## src/rtl/vds_pkg.sv

```systemverilog
package vds_pkg;

	localparam int ID_W    = 6;
	localparam int POS_W   = 32;
	localparam int DIR_W   = 16;
	localparam int DEPTH_W = 50;
	localparam int CFG_IDX_W = 3;

	localparam logic [DIR_W-1:0] DIR_Z_RST = 16'd16384;

	typedef enum logic [CFG_IDX_W-1:0] {
		REG_CAM_X = 3'd0,
		REG_CAM_Y = 3'd1,
		REG_CAM_Z = 3'd2,
		REG_DIR_X = 3'd3,
		REG_DIR_Y = 3'd4,
		REG_DIR_Z = 3'd5
	} cfg_reg_t;

	typedef struct packed {
		logic [POS_W-1:0] cam_x;
		logic [POS_W-1:0] cam_y;
		logic [POS_W-1:0] cam_z;
		logic [DIR_W-1:0] dir_x;
		logic [DIR_W-1:0] dir_y;
		logic [DIR_W-1:0] dir_z;
	} view_cfg_t;

	typedef struct packed {
		logic [ID_W-1:0]    id;
		logic [DEPTH_W-1:0] depth;
	} rec_t;

	typedef struct packed {
		logic ins;
		logic drain;
	} cell_ctrl_t;

endpackage

```

## src/rtl/vds_cell.sv

```systemverilog
module vds_cell (
	input  logic                clk,
	input  vds_pkg::cell_ctrl_t ctrl,
	input  vds_pkg::rec_t       new_rec,
	input  vds_pkg::rec_t       left_rec,
	input  vds_pkg::rec_t       right_rec,
	input  logic                left_keep,
	input  logic                filled,
	output vds_pkg::rec_t       rec,
	output logic                keep
);
	import vds_pkg::*;

	rec_t rec_q;

	// farther or equal entries stay, which keeps equal depths in load order
	assign keep = filled && ($signed(rec_q.depth) >= $signed(new_rec.depth));
	assign rec  = rec_q;

	always_ff @(posedge clk) begin
		if (ctrl.ins) begin
			if (!keep) begin
				rec_q <= left_keep ? new_rec : left_rec;
			end
		end else if (ctrl.drain) begin
			rec_q <= right_rec;
		end
	end

endmodule

```

## config.mk

```make
export PLATFORM = sky130hd
export DESIGN_NAME = vds_cell
export DESIGN_NICKNAME = d
export VERILOG_FILES = /design/src/rtl/vds_pkg.sv /design/src/rtl/vds_cell.sv
export SDC_FILE = /design/constraint.sdc
export NUM_CORES = 1
export LEC_CHECK = 0
export BUFFER_PORTS_ARGS = -buffer_cell sky130_fd_sc_hd__buf_2
export CAP_MARGIN = 5
export CORE_MARGIN = 5
export CORE_UTILIZATION = 40
export DETAILED_ROUTE_END_ITERATION = 6
export PLACE_DENSITY = 0.72
export SYNTH_ARGS = -nofsm -noshare
export SYNTH_HDL_FRONTEND = slang
export SYNTH_SLANG_ARGS = --single-unit
export TNS_END_PERCENT = 30
```

## constraint.sdc

```tcl
create_clock -name clk -period 6.8 [get_ports clk]
set_input_delay 1.02 -clock clk [delete_from_list [all_inputs] [get_ports clk]]
set_output_delay 1.02 -clock clk [all_outputs]
set_load 0.02 [all_outputs]
```

==> metrics.yaml <==
timing.final.ws_setup_ps: 2100
core_area_um2: 10200
netlist_instances: 421
holdPathEnd: "rec[3]"
clock_sinks: 56
path_clk_slew_ps: 90
drc_errors: 0
drt-initial-drc-count: 129
place_area_um2: 5390
dp_hpwl_um: 9900
diodes: 0
finClkSkew_ps: 10.2
cts_root_buf: "clkbuf_8"
place_ws_ps: 1920
worstSetupStartpointType: "primary input"
synth.area.mux_share_pct: 13.6
antenna_found_initial: 0
rows: 37
synth-xor-area-share_pct: 0.213
nets: 864
largest_reg_flops: 56
p_int_w: 0.000665
final_common_cell: "buf_2"
tightestPinTransition_ps: 955
cp_top_family: "simple AND/OR/NAND/NOR gates"
layout-drive-gt1-share_pct: 37.9
gp_congestion: 0.923
reg2reg_slack_ps: 3300
final_area_um2: 5460
worst-setup-path-type: "in -> out"
hold_class: "in -> reg"
timing.rr.end: "rec[24]"
crit_fanout: 3
synth_ff_type: "edfxtp_1"
wire_per_inst_um: 15.1
ys_warn_count: 0
endpoint_kind: "output port"
synth_top_family_by_area: "adder cells"
path_buf_inv: 3
synth_area_per_cell_um2: 9.76
p_per_area_nw_per_um2: 186
cts_max_path_buffers: 2
via_per_inst: 4.92
finalHoldViolCount: 0
holdCritStartpoint: "right_rec[3]"
ant_nets: 0
combPwrFrac_pct: 37.1
synthArstFlopShare_pct: 0
p_switching_w: 0.000349
cts_buffers: 5
worstPathArrival_ps: 3680
synthAdderAreaFrac_pct: 15.2
finish.utilization_pct: 53.6
fmax_ghz: 0.213
finalSetupTns_ps: 0
leakagePower_nw: 2.85
holdPathStages: 3
die_h_um: 111
fill_cells: 961
yosysSeqAreaShare_pct: 40.9
period_minus_slack_ps: 4700
peakVddDrop_v: 0.000111
regArea_um2: 1680
die_w_um: 111
io_buffers: 229
crit_path_top_delay_cell: "nor4_1"
rr_worst_depth: 9
h-tree-depth: 2
vias: 3812
die_area_um2: 12400
firstDrtPassIters: 4
cts_setup_buffers: 0
cts_tree: "built"
path_cells: "buf_2 > inv_1 > ha_1 > nand4_1 > nor3_1 > nand4_1 > nor4_1 > a221oi_2 > xor2_1 > o21a_1 > buf_2"
netlist_area_um2: 4110
areaGrowthSynthToFinish_pct: 33.0
maxCapViolCount: 0
synth_compound_area_share_pct: 13.6
setup_viol: 0
grt-ovfl-total: 0
hold_buffers: 0
start_util_pct: 40.3
grtUsageTotal_pct: 18.3
outcome: "finished, final reports clean"
ys_types: 34
io_pins: 230
synth-simple-area-share_pct: 9.87
fin_crit_sh_pct: 69.2
seqPwrFrac_pct: 46.4
drt_wl_total_um: 11700
syn_nets: 644
multi_input_area_um2: 2170
power_frac_clock_pct: 16.6
relSlewSlack_pct: 36.4
slew_violations: 0
rsz0062_at_grt: "false"
cts_resized: 0
p_sw_share_pct: 34.4
grt_pass1_vias: 3984
crit_required_ps: 5780
final_cell_count_no_fill: 775
grt_max_degree: 65
clkLatencyLatePin_ps: 300
max_stage_delay_ps: 600
ys_ff_latch: 56
layout_common_cells: "buf_2 (227), a21oi_1 (68), nor2_1 (60), mux2i_1 (56), edfxtp_1 (56)"
grt_pass1_wl_um: 18600
synth_edf_count: 56
timing.rr.start: "rec[49]"
place_inst: 770
[cell families (layout without fill, tap and decap cells)]
family | count (synthesis) | after routing
simple gates | 92 | 92
flops | 56 | 56
buf+inv | 71 | 289
fa+ha+maj | 50 | 50
mux | 56 | 56
compound gates | 95 | 95
xor+xnor | 1 | 1
[per-stage QoR]
stage | total power, W | hold slack [ps]
final | 0.00101 | 1030
after global routing | 0.00109 | 1030
after CTS | 0.00103 | 1020
after detailed placement | 0.000860 | 1350
after global placement | 0.000849 | 1340
after floorplan | 0.000705 | 1250
[cell usage after synthesis (2+ instances only)]
cell type,count,area [µm²]
a21oi_1,68,340
nand4_1,6,37.5
o21a_1,2,15.0
o211ai_1,2,15.0
clkbuf_1,16,60.1
and2_1,2,12.5
nor2_1,60,225
a21o_1,3,22.5
buf_1,3,11.3
a221o_1,3,30.0
mux2i_1,56,561
nor2b_1,3,18.8
inv_1,52,195
ha_1,50,626
a21oi_2,2,17.5
edfxtp_1,56,1680
nand3_1,5,25.0
nand2_1,9,33.8
and4_1,4,35.0
o21ai_0,5,25.0
[cell type report]
type	instances	share of cell area [%]
multi-input combinational	294	39.8
tap	136	3.11
inverter	52	3.57
timing repair buffer	232	21.5
clock buffer	5	1.26
sequential	56	30.8
[worst max path at each step]
stage | start | to | slack, ps | cells past startpoint
floorplan | new_rec[27] | rec[0] | 1160 | 9
global route | new_rec[49] | keep | 1750 | 11
finish | new_rec[49] | keep | 2100 | 11
CTS | new_rec[49] | keep | 1900 | 11
detailed placement | new_rec[49] | keep | 1920 | 11
global placement | new_rec[49] | keep | 1890 | 10
[power by group through the flow]
stage          Combinational, W  Sequential (W)  Clock, W
5_1_grt                0.000422        0.000475  0.000188
4_1_cts                0.000383        0.000471  0.000175
6_report               0.000376        0.000470  0.000168
3_3_place_gp           0.000372        0.000476         0
2_1_floorplan          0.000167        0.000539         0
3_5_place_dp           0.000381        0.000479         0
[routing by layer]
layer | global-route usage (%) | up-vias | part of all wire, %
met1 | 20.7 | 1691 | 40
met5 | 0 | - | 0
met2 | 33.7 | 151 | 50
li1 | - | 1956 | -
met3 | 5.38 | 14 | 8.1
met4 | 4.38 | 0 | 1.4
[tightest hold or removal path: stages]
cell and delay, ps:
buf_2 70, nor2_1 30, a21oi_1 90
Power figures use the tool's default switching activity.
