<file path="config.mk">
export PLATFORM = sky130hd
export DESIGN_NAME = vds_depth
export DESIGN_NICKNAME = d
export VERILOG_FILES = /design/src/rtl/vds_pkg.sv /design/src/rtl/vds_depth.sv
export SDC_FILE = /design/constraint.sdc
export NUM_CORES = 2
export LEC_CHECK = 0
export ABC_AREA = 1
export BUFFER_PORTS_ARGS = -buffer_cell sky130_fd_sc_hd__buf_2
export CORE_ASPECT_RATIO = 0.6
export CORE_MARGIN = 1
export CORE_UTILIZATION = 30
export CTS_BUF_LIST = sky130_fd_sc_hd__clkbuf_8
export CTS_CLUSTER_SIZE = 25
export DETAILED_ROUTE_END_ITERATION = 10
export MAX_ROUTING_LAYER = met4
export SLEW_MARGIN = 20
export SYNTH_ARGS = -nofsm -noshare
export SYNTH_HDL_FRONTEND = slang
export SYNTH_SLANG_ARGS = --single-unit
</file>
<file path="constraint.sdc">
create_clock -name clk -period 14.1 [get_ports clk]
set_input_delay 1.41 -clock clk [delete_from_list [all_inputs] [get_ports clk]]
set_output_delay 1.41 -clock clk [all_outputs]
set_load 0.02 [all_outputs]
</file>
<file path="src/rtl/vds_pkg.sv">
package vds_pkg;

	localparam int ID_W    = 6;
	localparam int POS_W   = 32;
	localparam int DIR_W   = 16;
	localparam int DEPTH_W = 50;
	localparam int CFG_IDX_W = 3;

	localparam logic [DIR_W-1:0] DIR_Z_RST = 16'd16384;

	typedef enum logic [CFG_IDX_W-1:0] {
		REG_CAM_X = 3'd0,
		REG_CAM_Y = 3'd1,
		REG_CAM_Z = 3'd2,
		REG_DIR_X = 3'd3,
		REG_DIR_Y = 3'd4,
		REG_DIR_Z = 3'd5
	} cfg_reg_t;

	typedef struct packed {
		logic [POS_W-1:0] cam_x;
		logic [POS_W-1:0] cam_y;
		logic [POS_W-1:0] cam_z;
		logic [DIR_W-1:0] dir_x;
		logic [DIR_W-1:0] dir_y;
		logic [DIR_W-1:0] dir_z;
	} view_cfg_t;

	typedef struct packed {
		logic [ID_W-1:0]    id;
		logic [DEPTH_W-1:0] depth;
	} rec_t;

	typedef struct packed {
		logic ins;
		logic drain;
	} cell_ctrl_t;

endpackage

</file>
<file path="src/rtl/vds_depth.sv">
module vds_depth (
	input  logic                     clk,
	input  logic                     arst_n,
	input  vds_pkg::view_cfg_t       cfg,
	input  logic                     in_valid,
	input  logic [vds_pkg::ID_W-1:0] in_id,
	input  logic [vds_pkg::POS_W-1:0] in_x,
	input  logic [vds_pkg::POS_W-1:0] in_y,
	input  logic [vds_pkg::POS_W-1:0] in_z,
	input  logic                     in_last,
	output logic                     rec_valid,
	output vds_pkg::rec_t            rec,
	output logic                     rec_last
);
	import vds_pkg::*;

	localparam int DIFF_W = POS_W + 1;
	localparam int PROD_W = DIFF_W + DIR_W;
	localparam int SUM_W  = PROD_W + 2;

	logic                     valid_s1, valid_s2, valid_s3;
	logic                     last_s1, last_s2, last_s3;
	logic [ID_W-1:0]          id_s1, id_s2, id_s3;
	logic signed [DIFF_W-1:0] dx_s1, dy_s1, dz_s1;
	logic signed [PROD_W-1:0] px_s2, py_s2, pz_s2;
	logic [DEPTH_W-1:0]       depth_s3;
	logic signed [SUM_W-1:0]  sum;

	assign sum = SUM_W'(px_s2) + SUM_W'(py_s2) + SUM_W'(pz_s2);

	always_ff @(posedge clk or negedge arst_n) begin
		if (!arst_n) begin
			valid_s1 <= 1'b0;
			valid_s2 <= 1'b0;
			valid_s3 <= 1'b0;
		end else begin
			valid_s1 <= in_valid;
			valid_s2 <= valid_s1;
			valid_s3 <= valid_s2;
		end
	end

	always_ff @(posedge clk) begin
		// stage 1: offset from camera
		id_s1   <= in_id;
		last_s1 <= in_last;
		dx_s1   <= $signed({in_x[POS_W-1], in_x}) - $signed({cfg.cam_x[POS_W-1], cfg.cam_x});
		dy_s1   <= $signed({in_y[POS_W-1], in_y}) - $signed({cfg.cam_y[POS_W-1], cfg.cam_y});
		dz_s1   <= $signed({in_z[POS_W-1], in_z}) - $signed({cfg.cam_z[POS_W-1], cfg.cam_z});
		// stage 2: products
		id_s2   <= id_s1;
		last_s2 <= last_s1;
		px_s2   <= dx_s1 * $signed(cfg.dir_x);
		py_s2   <= dy_s1 * $signed(cfg.dir_y);
		pz_s2   <= dz_s1 * $signed(cfg.dir_z);
		// stage 3: sum, always fits the depth width
		id_s3    <= id_s2;
		last_s3  <= last_s2;
		depth_s3 <= sum[DEPTH_W-1:0];
	end

	assign rec_valid = valid_s3;
	assign rec_last  = last_s3;
	assign rec.id    = id_s3;
	assign rec.depth = depth_s3;

endmodule

</file>
==> results.txt <==
RR Endpoint: pz_s2[30]
IO Pins: 308
minimum period implied by the final worst setup slack: 7345 ps
fillcell total: 28140
worst path cell trace: buf_2, nand2_1, fa_1, fa_1, fa_1, inv_1, fa_1, fa_1, inv_1, fa_1, inv_1, ha_1, nand2_1, nor2_1, nand2_1, inv_1, nand2_1, nand2_1, a21oi_2, xnor2_1
area of the multi-input gates: 0.05853 sq mm
Die ar.: 0.2649 sq mm
largest net degree at the start of global routing: 35
Synth top area share: 39.43%
Detail Placement HPWL: 211.5 mm
critical path peak fanout: 33
CTS tree: done
vias per cell: 4.533
setup repair after global routing missed its margin: no
Slew headroom: 28.27%
CP max-delay cell: buf_2
count leader, synth: inv_1
critical path class: input port to register
Chip Width: 663.9 microns
DRC viols: 0
reg2reg start: dz_s1[25]
worst clock skew: 76.22 ps
DRT Pass-1 Iters: 8
Yosys warnings: 0
EDFF count, synth: 0
ys flop type: dfxtp_1
root buf cell: clkbuf_8
Final Cycle Share: 52.09%
crit start category: input port
Crit path arrival time: 8000 ps
Total Routing Usage GR: 19.89%
Levels on crit path: 20
hold path cells: 0
syn nets: 13320
Worst-Margin Slew: 1075 ps
Initial Utilization: 30.24%
drt first-iter violations: 6324
Max Slew Vio Count: 0
final hold violations: 0
routed vias: 65930
hold_buf cts: 0
latest clock arrival within the worst-skew pair: 860 ps
Synth Cell Area: 0.07885 sq mm
run status: complete, no violations
Setup TNS Final: 0 ps
gpl congestion: 1.019
max_cap viols: 0
Worst path top cell family by delay: adder cells
worst hold path startpoint: id_s1[3]
top cell types by occurrence after synthesis: inv_1 (3327), nand2_1 (3298), fa_1 (1553)
Yosys top cell by area: fa_1
vias in the first global route: 65170
setup slack after layout: 6755 ps
initial antenna violation count: 12
Max Root-Sink Buffers: 3
worst min path class: register to register
Total Wirelength: 253.3 mm
FF-to-FF setup slack: 7070 ps
reg2reg path depth: 19
synthesized flop and latch total: 320
Critical path buffers and inverters: 5
Final ANT Viol Nets: 0
dpl ws: 6300 ps
Yosys cell types: 42
Final Setup Violations: 0
first-pass GRT wire length: 394.5 mm
area grow syn2layout: 7.657%
CP startpoint: cfg[1]
proportion of layout cells with a drive suffix above 1: 4.818%
Overflow after GRT: 0
cell mode on critical path: fa_1
hold endpoint: id_s2[3]
top cells by area, synth: fa_1 (39%), inv_1 (16%), nand2_1 (16%)
row count: 145
input/output buffers: 307
Reg area: 0.006421 sq mm
Setup Buffers After CTS: 0
height of the die: 399.1 microns
share of synthesized registers carrying an async set or reset: 0.9375%
Layout Nets: 13330
Mean Syn Cell Area: 7.154 sq um
post-CTS sizing: 0
Sinks on Clock Net: 320
htree depth: 2
clock slew at reported path FFs: 70 ps
Synth Instances: 11020
worst endpoint required time: 14750 ps
CP max stage delay: 690 ps
DR WL/cell: 17.42 microns
hold_ws: 325.0 ps
max frequency: 0.1362 GHz
floorplan core area: 0.2607 sq mm
register area share after synthesis: 8.144%
crit end category: register
CTS Buf Count: 60
==> worst max-delay path by stage <==
stage / to / slack (ps)
after floorplan: pz_s2[46] / 7550
after global placement: pz_s2[30] / 6330
after detailed placement: pz_s2[30] / 6300
after CTS: pz_s2[30] / 7170
after global routing: pz_s2[30] / 6690
final: pz_s2[30] / 6760
==> layout by cell type, fill, tap and decap left out, types with 135 or more instances in the layout <==
master,n
inv_1,3337
fa_1,1553
buf_2,307
dfxtp_1,317
a21oi_1,264
nand2_1,3298
xor2_1,135
nand3_1,294
ha_1,492
nor2_1,515
==> state kept, by name, summed over array words and instances (netlist names) <==
| register | count |
|---|---|
| py_s2 | 49 |
| id_s2 | 6 |
| id_s3 | 6 |
| valid_s2 | 1 |
| rec_valid | 1 |
| px_s2 | 49 |
| last_s2 | 1 |
| dy_s1 | 33 |
| pz_s2 | 49 |
| dx_s1 | 33 |
| rec_last | 1 |
| valid_s1 | 1 |
| depth_s3 | 50 |
| dz_s1 | 33 |
| last_s1 | 1 |
| id_s1 | 6 |
==> metrics by stage <==
| stage | instances | utilization, % | area, sq um |
|---|---|---|---|
| 2_1_floorplan | 11020 | - | 78850 |
| 3_3_place_gp | 14430 | 32.00 | 83430 |
| 3_5_place_dp | 14430 | 32.00 | 83430 |
| 4_1_cts | 14540 | 32.55 | 84870 |
| 5_1_grt | 14540 | 32.55 | 84870 |
| 6_report | 14540 | 32.56 | 84890 |
==> layout make-up <==
type / instances / area share [%]
flip-flops and latches: 320 / 7.565
inverters: 3330 / 14.73
repair buffers: 323 / 1.952
diodes: 7 / 0.02064
well taps: 3454 / 5.091
clock inverters: 41 / 0.6073
multi-input cells: 7002 / 68.95
clock buffers: 67 / 1.086
==> cell families after synthesis <==
group                      share of synthesized area (%)
and+or+nand+nor                                    22.14
buffers and inverters                              17.62
DFF                                                8.144
AOI/OAI and AO/OA                                  2.918
xor gates and xnor gates                           1.933
adders and majority gates                          47.24
==> metal layers <==
metal / global-route usage (%) / vias up / share of wire, %
met4: 2.813 / 0 / 1.4
met2: 26.09 / 2869 / 38
li1: - / 31060 / -
met3: 4.929 / 201 / 12
met5: - / - / 0
met1: 30.68 / 31800 / 49
Power is not shown: default switching activity piles up to over one toggle a cycle in this logic, so the estimate is an artifact.
